<file path="config.mk">
export PLATFORM = sky130hd
export DESIGN_NAME = page_frame_replacement
export DESIGN_NICKNAME = d
export VERILOG_FILES = /design/src/sv/pfr_pkg.sv /design/src/sv/page_frame_replacement.sv
export SDC_FILE = /design/constraint.sdc
export NUM_CORES = 2
export LEC_CHECK = 0
export ABC_AREA = 0
export BUFFER_PORTS_ARGS = -buffer_cell sky130_fd_sc_hd__clkbuf_2
export CORE_ASPECT_RATIO = 0.9
export CORE_MARGIN = 2
export CORE_UTILIZATION = 55
export DETAILED_ROUTE_END_ITERATION = 8
export PLACE_DENSITY = 0.72
export SLEW_MARGIN = 20
export SYNTH_ARGS = -nofsm -noshare
export SYNTH_HDL_FRONTEND = slang
export SYNTH_SLANG_ARGS = --single-unit
</file>
<file path="constraint.sdc">
create_clock -name clk_i -period 17.3 [get_ports clk_i]
set_clock_uncertainty 0.2 [all_clocks]
set_input_delay 3.46 -clock clk_i [delete_from_list [all_inputs] [get_ports clk_i]]
set_output_delay 3.46 -clock clk_i [all_outputs]
set_load 0.05 [all_outputs]
</file>
<file path="src/sv/pfr_pkg.sv">
// Package for the page frame replacement block.
// Item types, register indexes, state codes and reset constants; no dependencies.
`default_nettype none
package pfr_pkg;

  localparam int unsigned DefNumFrames = 16;
  localparam int unsigned DefNumPages  = 256;
  localparam int unsigned DefStampBits = 32;

  localparam int unsigned AddrW   = 31;
  localparam int unsigned PsizeW  = 17;
  localparam int unsigned FrCfgW  = 5;
  localparam int unsigned PgCfgW  = 9;
  localparam int unsigned CntW    = 32;
  localparam int unsigned CfgIdxW = 8;

  localparam logic [PsizeW-1:0] PsizeRst = 17'd4096;
  localparam logic [FrCfgW-1:0] FrRst    = 5'd16;
  localparam logic [PgCfgW-1:0] PgRst    = 9'd256;

  typedef enum logic [CfgIdxW-1:0] {
    REG_PAGE_SIZE = 8'd0,
    REG_USE_LRU   = 8'd1,
    REG_FRAMES    = 8'd2,
    REG_PAGES     = 8'd3
  } cfg_reg_e;

  typedef enum logic [2:0] {
    ST_IDLE, ST_DIV, ST_CHECK, ST_SCAN, ST_UPDATE, ST_DONE
  } state_e;

  typedef struct packed {
    logic             opcode;
    logic [AddrW-1:0] address;
  } cmd_t;

  typedef struct packed {
    logic [30:0]     page_index;
    logic            hit;
    logic [3:0]      frame_index;
    logic            victim_valid;
    logic [7:0]      victim_page;
    logic            victim_written_back;
    logic            recovered_from_swap;
    logic            range_error;
    logic [CntW-1:0] miss_total;
    logic [CntW-1:0] stolen_total;
    logic [CntW-1:0] writeback_total;
    logic [CntW-1:0] recovery_total;
  } rsp_t;

endpackage
`default_nettype wire

</file>
<file path="src/sv/page_frame_replacement.sv">
// Top level of the page frame replacement block (FIFO/LRU demand paging).
// Depends on pfr_pkg.
//
// channel  signals                          direction
// in       in_valid_i in_ready_o in_data_i  item in (opcode, address)
// out      out_valid_o out_ready_i out_data_o  result item out
// cfg      cfg_valid_i cfg_ready_o cfg_index_i cfg_data_i  register write
//
// An item passes through a one-bit-per-cycle restoring divider for the page number,
// then one frame per cycle through a single stamp comparator. A range error skips
// the frame scan.
// Reset clears the frame table, swap marks and counts at once; no clearing pass.
// A finished result waits in the output register while the next item is accepted.
`default_nettype none
module page_frame_replacement #(
  parameter int unsigned FRAME_COUNT = pfr_pkg::DefNumFrames,
  parameter int unsigned PAGE_COUNT  = pfr_pkg::DefNumPages,
  parameter int unsigned STAMP_BITS  = pfr_pkg::DefStampBits
) (
  input  wire                          clk_i,
  input  wire                          rst_ni,
  input  wire                          in_valid_i,
  output logic                         in_ready_o,
  input  pfr_pkg::cmd_t                in_data_i,
  output logic                         out_valid_o,
  input  wire                          out_ready_i,
  output pfr_pkg::rsp_t                out_data_o,
  input  wire                          cfg_valid_i,
  output logic                         cfg_ready_o,
  input  wire [pfr_pkg::CfgIdxW-1:0]   cfg_index_i,
  input  wire [pfr_pkg::PsizeW-1:0]    cfg_data_i
);
  import pfr_pkg::*;

  localparam int unsigned FrameW = (FRAME_COUNT > 1) ? $clog2(FRAME_COUNT) : 1;
  localparam int unsigned PageW  = (PAGE_COUNT > 1) ? $clog2(PAGE_COUNT) : 1;
  localparam logic [FrameW-1:0] LastFrame = FrameW'(FRAME_COUNT - 1);
  localparam logic [CntW-1:0] CntMax = '1;

  state_e state_q, state_d;

  logic [PsizeW-1:0] psize_q;
  logic              lru_q;
  logic [FrCfgW-1:0] frames_q;
  logic [PgCfgW-1:0] pages_q;

  logic              wr_q;
  logic [AddrW-1:0]  addr_q;
  logic [AddrW-1:0]  quot_q;
  logic [PsizeW:0]   rem_q;
  logic [4:0]        bit_q;

  logic [PageW-1:0]      frame_page_q [FRAME_COUNT];
  logic [FRAME_COUNT-1:0] used_q, dirty_q;
  logic [STAMP_BITS-1:0] first_q [FRAME_COUNT];
  logic [STAMP_BITS-1:0] last_q  [FRAME_COUNT];
  logic [PAGE_COUNT-1:0] on_disk_q;
  logic                  disk_q;
  logic [STAMP_BITS-1:0] now_q;
  logic [CntW-1:0] miss_q, stolen_q, wb_q, recov_q;

  logic [FrameW-1:0]     idx_q, hit_f_q, free_f_q, vic_q;
  logic                  hit_q, free_q;
  logic [STAMP_BITS-1:0] best_q;
  rsp_t                  res_q;
  logic                  out_valid_q;
  rsp_t                  out_q;

  logic [PsizeW-1:0] psize;
  logic [8:0]        nframes;
  logic [PgCfgW-1:0] npages;
  logic [PsizeW:0]   rem_sh;
  logic              rem_ge;
  logic              range_err;
  logic [PageW-1:0]  page;
  logic              in_act;
  logic [STAMP_BITS-1:0] cand;
  logic              take;
  logic              done_load;

  always_comb begin
    psize = (psize_q == '0) ? PsizeW'(1) : psize_q;
    if (frames_q == '0) begin
      nframes = 9'd1;
    end else if (32'(frames_q) > FRAME_COUNT) begin
      nframes = 9'(FRAME_COUNT);
    end else begin
      nframes = 9'(frames_q);
    end
    npages = (32'(pages_q) > PAGE_COUNT) ? PgCfgW'(PAGE_COUNT) : pages_q;
    rem_sh = {rem_q[PsizeW-1:0], addr_q[bit_q]};
    rem_ge = rem_sh >= {1'b0, psize};
    range_err = quot_q >= AddrW'(npages);
    page = quot_q[PageW-1:0];
    in_act = 9'(idx_q) < nframes;
    cand = lru_q ? last_q[idx_q] : first_q[idx_q];
    take = (idx_q == '0) || (cand < best_q);
    done_load = !out_valid_q || out_ready_i;
  end

  always_comb begin
    state_d = state_q;
    case (state_q)
      ST_IDLE:   if (in_valid_i) state_d = ST_DIV;
      ST_DIV:    if (bit_q == '0) state_d = ST_CHECK;
      ST_CHECK:  state_d = range_err ? ST_DONE : ST_SCAN;
      ST_SCAN:   if (idx_q == LastFrame) state_d = ST_UPDATE;
      ST_UPDATE: state_d = ST_DONE;
      ST_DONE:   if (done_load) state_d = ST_IDLE;
      default:   state_d = ST_IDLE;
    endcase
  end

  always_comb begin
    in_ready_o  = (state_q == ST_IDLE);
    cfg_ready_o = 1'b1;
    out_valid_o = out_valid_q;
    out_data_o  = out_q;
  end

  always_ff @(posedge clk_i or negedge rst_ni) begin
    if (!rst_ni) begin
      state_q     <= ST_IDLE;
      psize_q     <= PsizeRst;
      lru_q       <= 1'b0;
      frames_q    <= FrRst;
      pages_q     <= PgRst;
      used_q      <= '0;
      dirty_q     <= '0;
      on_disk_q   <= '0;
      now_q       <= '0;
      miss_q      <= '0;
      stolen_q    <= '0;
      wb_q        <= '0;
      recov_q     <= '0;
      out_valid_q <= 1'b0;
      for (int i = 0; i < FRAME_COUNT; i++) begin
        first_q[i] <= '1;
        last_q[i]  <= '1;
      end
    end else begin
      state_q <= state_d;
      if (cfg_valid_i) begin
        case (cfg_index_i)
          REG_PAGE_SIZE: psize_q  <= cfg_data_i;
          REG_USE_LRU:   lru_q    <= cfg_data_i[0];
          REG_FRAMES:    frames_q <= cfg_data_i[FrCfgW-1:0];
          REG_PAGES:     pages_q  <= cfg_data_i[PgCfgW-1:0];
          default: ;
        endcase
      end
      if (state_q == ST_DONE && done_load) begin
        out_valid_q <= 1'b1;
      end else if (out_ready_i) begin
        out_valid_q <= 1'b0;
      end
      case (state_q)
        ST_CHECK: if (!range_err) now_q <= now_q + 1'b1;
        ST_UPDATE: begin
          if (hit_q) begin
            last_q[hit_f_q] <= now_q;
            if (wr_q) dirty_q[hit_f_q] <= 1'b1;
          end else begin
            if (miss_q != CntMax) miss_q <= miss_q + 1'b1;
            first_q[free_q ? free_f_q : vic_q] <= now_q;
            last_q[free_q ? free_f_q : vic_q]  <= now_q;
            dirty_q[free_q ? free_f_q : vic_q] <= wr_q;
            if (free_q) begin
              used_q[free_f_q] <= 1'b1;
              on_disk_q[page]  <= 1'b0;
            end else begin
              if (stolen_q != CntMax) stolen_q <= stolen_q + 1'b1;
              if (dirty_q[vic_q]) begin
                on_disk_q[frame_page_q[vic_q]] <= 1'b1;
                if (wb_q != CntMax) wb_q <= wb_q + 1'b1;
              end
              if (disk_q && recov_q != CntMax) recov_q <= recov_q + 1'b1;
            end
          end
        end
        default: ;
      endcase
    end
  end

  always_ff @(posedge clk_i) begin
    case (state_q)
      ST_IDLE: begin
        wr_q   <= in_data_i.opcode;
        addr_q <= in_data_i.address;
        rem_q  <= '0;
        bit_q  <= 5'(AddrW - 1);
      end
      ST_DIV: begin
        rem_q  <= rem_ge ? rem_sh - {1'b0, psize} : rem_sh;
        quot_q <= {quot_q[AddrW-2:0], rem_ge};
        bit_q  <= bit_q - 1'b1;
      end
      ST_CHECK: begin
        idx_q  <= '0;
        hit_q  <= 1'b0;
        free_q <= 1'b0;
        disk_q <= on_disk_q[page];
        res_q  <= '{page_index: quot_q, range_error: range_err, miss_total: miss_q,
                   stolen_total: stolen_q, writeback_total: wb_q,
                   recovery_total: recov_q, default: '0};
      end
      ST_SCAN: begin
        idx_q <= idx_q + 1'b1;
        if (!hit_q && used_q[idx_q] && frame_page_q[idx_q] == page) begin
          hit_q   <= 1'b1;
          hit_f_q <= idx_q;
        end
        if (!free_q && in_act && !used_q[idx_q]) begin
          free_q   <= 1'b1;
          free_f_q <= idx_q;
        end
        if (in_act && take) begin
          best_q <= cand;
          vic_q  <= idx_q;
        end
      end
      ST_UPDATE: begin
        res_q.hit <= hit_q;
        if (hit_q) begin
          res_q.frame_index <= 4'(hit_f_q);
        end else begin
          res_q.miss_total <= (miss_q != CntMax) ? miss_q + 1'b1 : miss_q;
          res_q.frame_index <= 4'(free_q ? free_f_q : vic_q);
          frame_page_q[free_q ? free_f_q : vic_q] <= page;
          if (!free_q) begin
            res_q.victim_valid        <= 1'b1;
            res_q.victim_page         <= 8'(frame_page_q[vic_q]);
            res_q.victim_written_back <= dirty_q[vic_q];
            res_q.recovered_from_swap <= disk_q;
            res_q.stolen_total <= (stolen_q != CntMax) ? stolen_q + 1'b1 : stolen_q;
            if (dirty_q[vic_q]) begin
              res_q.writeback_total <= (wb_q != CntMax) ? wb_q + 1'b1 : wb_q;
            end
            if (disk_q) begin
              res_q.recovery_total <= (recov_q != CntMax) ? recov_q + 1'b1 : recov_q;
            end
          end
        end
      end
      ST_DONE: if (done_load) out_q <= res_q;
      default: ;
    endcase
  end

`ifndef ASSERT_OFF
  a_out_from_done: assert property (@(posedge clk_i) disable iff (!rst_ni)
    $rose(out_valid_q) |-> $past(state_q) == ST_DONE)
    else $error("result raised outside done state");
  a_hit_no_victim: assert property (@(posedge clk_i) disable iff (!rst_ni)
    out_valid_q |-> !(out_q.hit && out_q.victim_valid))
    else $error("hit with victim");
  a_err_clean: assert property (@(posedge clk_i) disable iff (!rst_ni)
    out_valid_q && out_q.range_error |-> !out_q.hit && !out_q.victim_valid)
    else $error("range error with frame result");
  a_wb_victim: assert property (@(posedge clk_i) disable iff (!rst_ni)
    out_valid_q && out_q.victim_written_back |-> out_q.victim_valid)
    else $error("write back without victim");
`endif

endmodule
`default_nettype wire
</file>
Word-level counts from Yosys, hierarchy flattened:

Memory sizes are Yosys's and may differ from the RTL's. A register that Yosys moved wholly into a read port is not among the register bits.
Cells that the tools add are included.

* memories kept: 1
* memory bits (writable): 128
* register bits after elaboration: 1996
* output and inout port bits: 179
* bits of input ports: 62

* equality and inequality tests: 25
* muxes and demuxes: 77
* reductions and logical operators: 54
* add/sub/neg operators: 8
* bitwise logic cells: 11
* magnitude comparators: 24

Memory list
* frame_page_q: depth 16, width 8, rd ports 2, clocked after Yosys merged registers in 2, wr ports 1, RTL line page_frame_replacement.sv:53 `logic [PageW-1:0] frame_page_q [FRAME_COUNT];`

Operator list (number)
* 512-bit bitwise mux: 3
* 256-bit two-way mux: 2
* 512-bit two-way mux: 1
* 32-bit two-way mux: 13
* 256-bit AND: 1
* 32-bit binary-select mux with 4-bit select: 2
* 32-bit demux with 4-bit select: 2
* 256-bit inverter: 1
* 256-bit bitwise OR: 1
* 128-bit case mux with 2 select lines: 1
* 32-bit by 1-bit adder with 32-bit output, second input constant: 5
* 128-bit two-way mux: 1
* 32-bit inequality test, second input constant: 4
* 96-bit two-way mux: 1
* 17-bit two-way mux: 2
* 17-bit case mux with 2 select lines: 1
* 32-bit less-than comparator: 1
* 16-bit two-way mux: 2
* 16-bit bitwise OR: 2
* 16-bit case mux with 2 select lines: 1
* 31-bit by 9-bit >= comparator with 1-bit output: 1
* 2-bit AND reduction: 14
* 4-bit by 5-bit less-than comparator with 1-bit output, second input constant: 5
* 11-bit two-way mux: 2
* other kinds (49): 130

Longest topological paths before layout:

* depth in word-level cells: 10
* depth in mapped cells: 16
* depth with buffers taken out: 15

Least setup slack after synthesis:

OpenSTA, ideal clock, no wires.

* path type: input to register
* from: input out_ready_i
* to: register out_q, in the netlist out_data_o[0], enable pin
* arrival: 10802 ps
* required time: 16385 ps
* library setup time: 715 ps
* setup slack: 5583 ps
* stages on the path: 2
* path through: nor2b_1 > nor2_1

* cells in the longest elaborated chain, start to end: 2

Ends and longest elaborated chain
* start: declaration: RTL line page_frame_replacement.sv:26 `input wire out_ready_i,`
* 1-bit logical OR: RTL line page_frame_replacement.sv:98 `done_load = !out_valid_q || out_ready_i;`
* 2-bit AND reduction (no source line)
* end signal: assignment: RTL line page_frame_replacement.sv:246 `ST_DONE: if (done_load) out_q <= res_q;`
* end: declaration: RTL line page_frame_replacement.sv:67 `rsp_t out_q;`

Every way passes these cells.
A chain may end at the register's enable or synchronous reset.

Worst setup path after layout:

* from: register idx_q[0]
* to: register best_q[10], enable pin

* cells in the longest elaborated chain, start to end: 9
* elaborated cells between the ends (all ways): 14
* classes of those cells: order compare: 2; mux: 7; bitwise: 1; reduce/logical: 4

Ends and longest elaborated chain
* start: declaration: RTL line page_frame_replacement.sv:62 `logic [FrameW-1:0] idx_q, hit_f_q, free_f_q, vic_q;`
* start signal: assignment: RTL line page_frame_replacement.sv:209 `idx_q <= idx_q + 1'b1;`
* 4-bit inverter with 5-bit output (not written as such) *: RTL line page_frame_replacement.sv:96 `cand = lru_q ? last_q[idx_q] : first_q[idx_q];`
* 32-bit binary-select mux with 4-bit select: RTL line page_frame_replacement.sv:96
* 32-bit two-way mux (not written as such) (2 in a row): RTL line page_frame_replacement.sv:96
* 32-bit two-way mux *: RTL line page_frame_replacement.sv:96
* named net cand[26]: RTL line page_frame_replacement.sv:77 `logic [STAMP_BITS-1:0] cand;`
* 32-bit less-than comparator *: RTL line page_frame_replacement.sv:97 `take = (idx_q == '0) || (cand < best_q);`
* 1-bit logical OR *: RTL line page_frame_replacement.sv:97
* 1-bit logical AND *: RTL line page_frame_replacement.sv:218 `if (in_act && take) begin`
* 2-bit AND reduction (no source line) *
* end signal: assignment: RTL line page_frame_replacement.sv:219 `best_q <= cand;`
* end: declaration: RTL line page_frame_replacement.sv:64 `logic [STAMP_BITS-1:0] best_q;`

Mark *: on every way through the listed nets, which the timed path passes. The rest lies on a longest branch. The select of a mux whose other input is x is not followed.

==> results.json <==
{
  "synth_fp_nets": 6993,
  "cts_resized": 0,
  "cp-end-kind": "flip-flop",
  "dp_hpwl_um": 138200,
  "synth_top_area_frac": 0.2839,
  "combPwrFrac": 0.175,
  "cts-root-buf": "clkbuf_16",
  "synth_warnings": 0,
  "ys_seq_area_frac": 0.6068,
  "ctsLongestPathBuffers": 3,
  "first_global_vias": 59680,
  "fin_nets": 7059,
  "synth_cell_type_count": 73,
  "hold_viol": 0,
  "wl_per_cell_um": 26.37,
  "hold_ws_ns": 0.2150,
  "swShare": 0.2912,
  "port_buffers": 239,
  "synth.area.top_cells": "dfstp_2 (28%), edfxtp_1 (19%), dfrtp_1 (13%)",
  "initial_core_util": 0.5542,
  "final_area_um2": 105400,
  "core_area_um2": 171500,
  "internal-power_w": 0.009062,
  "path_max_fanout": 108,
  "postSynthCellCount": 6862,
  "fmax_mhz": 139.8,
  "cts_max_level": 4,
  "nFillCells": 12730,
  "wirelength_um": 247200,
  "min_from": "res_q[6]$_DFFE_PP_",
  "clkLatencyLatePin_ns": 0.85,
  "syn_area_um2": 95060,
  "num_io_pins": 241,
  "clkPwrFrac": 0.361,
  "drive_above_1_share": 0.4305,
  "grt_max_degree": 188,
  "clk_pin_slew_ns": 0.06,
  "drv_cap": 0,
  "finalSetupTns_ns": 0,
  "cts_made_buffers": 207,
  "async_reset_ff_frac": 0.7073,
  "tightestPinTransition_ns": 1.222,
  "hold_class": "reg -> reg",
  "powerDensity_nw_per_um2": 121.3,
  "area_growth_pct": 10.89,
  "drc": 0,
  "cts_tree": "yes",
  "yosysTopAreaCell": "dfstp_2",
  "max_slew_margin": 0.1826,
  "timing.critical_path.from": "idx_q[0]$_DFFE_PN_",
  "clock_sinks": 2132,
  "outcome": "complete, no violations",
  "cts_setup_buffers": 0,
  "grt_pass1_wl_um": 376100,
  "vias": 58850,
  "antenna_left": 0,
  "antenna_found_initial": 5,
  "viasPerCell": 6.278,
  "place_area_um2": 98350,
  "pwr-share-seq": 0.464,
  "gp_congestion": 0.8539,
  "crit_required_ns": 17.55,
  "setup_viol": 0,
  "dr.pass1.iters": 7,
  "reg2reg_from": "idx_q[0]$_DFFE_PN_",
  "avgSynthCellArea_um2": 13.85,
  "crit_arrival_ns": 7.40,
  "min_period_ns": 7.152,
  "yosysMostFrequentCell": "nand2_1",
  "slew_violations": 0,
  "worstSetupPathType": "reg -> reg",
  "die_h_um": 398.4,
  "ys_seq_elements": 2132,
  "rsz0062_at_grt": "no",
  "drt_iter0_markers": 6839,
  "final_util": 0.6146,
  "overflow": 0,
  "post-route-period-util": 0.4134,
  "yosys-top-cells-count": "nand2_1 (1,056), dfstp_2 (1,027), mux2_2 (787), edfxtp_1 (616), dfrtp_1 (481)",
  "die_w_um": 442.2,
  "power.leakage_nw": 42.20,
  "cts-hold-fix-buffers": 0,
  "peakVddDrop_v": 0.0001018,
  "setup_ws_ns": 10.15,
  "row_count": 144,
  "power_switching_w": 0.003723,
  "dieArea_um2": 176200,
  "synth-edff-count": 616,
  "grt_use_total": 0.2815,
  "synthFlopType": "dfstp_2",
  "pre_cts_ws_ns": 9.863,
  "critical_path.startpoint_type": "flip-flop"
}
## layout make-up
type | count | area [um^2] | area share
Sequential cell | 2132 | 57700 | 0.5474
Multi-Input combinational cell | 4144 | 35380 | 0.3356
Clock buffer | 298 | 6086 | 0.05773
Tap cell | 2263 | 2831 | 0.02686
Timing Repair Buffer | 342 | 2079 | 0.01973
Clock inverter | 91 | 937.1 | 0.008890
Inverter | 101 | 391.6 | 0.003715
Antenna cell | 2 | 5.005 | 0.00004748
## placed cells by master, fill, tap and decap left out, types with 200 or more instances in the layout
master,instances
o21ai_0,472
clkbuf_2,238
mux2_2,787
edfxtp_1,616
nand2_1,1042
dfstp_2,1027
xnor2_1,200
clkbuf_16,212
dfrtp_1,464
mux4_2,475
## final timing paths
kind | endpoint | slack [ns] | cells after the start
max | best_q[10]$_DFFE_PP_ | 10.15 | 14
min | out_data_o[6]$_DFFE_PP_ | 0.22 | 0
max reg2reg | best_q[10]$_DFFE_PP_ | 10.15 | 14
min reg2reg | out_data_o[6]$_DFFE_PP_ | 0.22 | 0
max in group asynchronous | last_q[143]$_DFFE_PN1P_ | 11.29 | 4
min in group asynchronous | stolen_q[15]$_DFFE_PN0P_ | 2.39 | 1
## per-stage QoR
step           total power (W)  std cells
6_report               0.01279       9373
5_1_grt                0.01324       9372
4_1_cts                0.01284       9371
3_5_place_dp          0.008242       8982
3_3_place_gp          0.008189       8982
2_1_floorplan         0.007495       6862
## state kept, by name, indices dropped and copies added (netlist names), 32 cells and up, named ones only
name          flops
best_q           32
first_q         512
frame_page_q    128
last_q          512
miss_q           32
now_q            32
on_disk_q       256
out_data_o      176
recov_q          32
res_q           176
stolen_q         32
wb_q             32
## power by group through the flow
stage | logic (W) | registers [W] | clock network [W]
after global placement | 0.00219 | 0.00600 | 0
after global routing | 0.00239 | 0.00596 | 0.00488
after CTS | 0.00223 | 0.00593 | 0.00467
final | 0.00224 | 0.00593 | 0.00461
after detailed placement | 0.00223 | 0.00602 | 0
after floorplan | 0.00137 | 0.00613 | 0
## layer usage
layer / share of wire / up-vias / track usage
met5: 0.000040 / - / 0
met2: 0.46 / 2873 / 0.4299
li1: - / 24940 / -
met1: 0.41 / 30460 / 0.4011
met4: 0.036 / 2 / 0.09919
met3: 0.096 / 581 / 0.06373
## critical path: stages (launching register included)
cell and delay (ns):
edfxtp_1 0.35, buf_4 0.49, buf_12 0.68, buf_4 0.82
mux4_2 0.60, mux4_2 0.55, mux2_2 0.32, ha_1 0.29
nand2_1 0.09, nor2_1 0.04, a2111oi_0 0.39, o21ai_0 0.18
a211oi_1 0.57, and3b_1 0.36, nand2b_4 0.58
## cell families after synthesis
| kind of cell | Yosys count | synth area share |
|---|---|---|
| multiplexers | 1294 | 0.2093 |
| AND/OR/NAND/NOR | 1671 | 0.07605 |
| AO/OA/AOI/OAI | 805 | 0.04665 |
| adder cells (fa/ha/maj) | 69 | 0.009161 |
| XOR/XNOR | 304 | 0.02801 |
| buffers and inverters | 586 | 0.02406 |
| flip-flops | 2132 | 0.6068 |
| other | 1 | 0.00003945 |
Power figures use the tool's default switching activity.
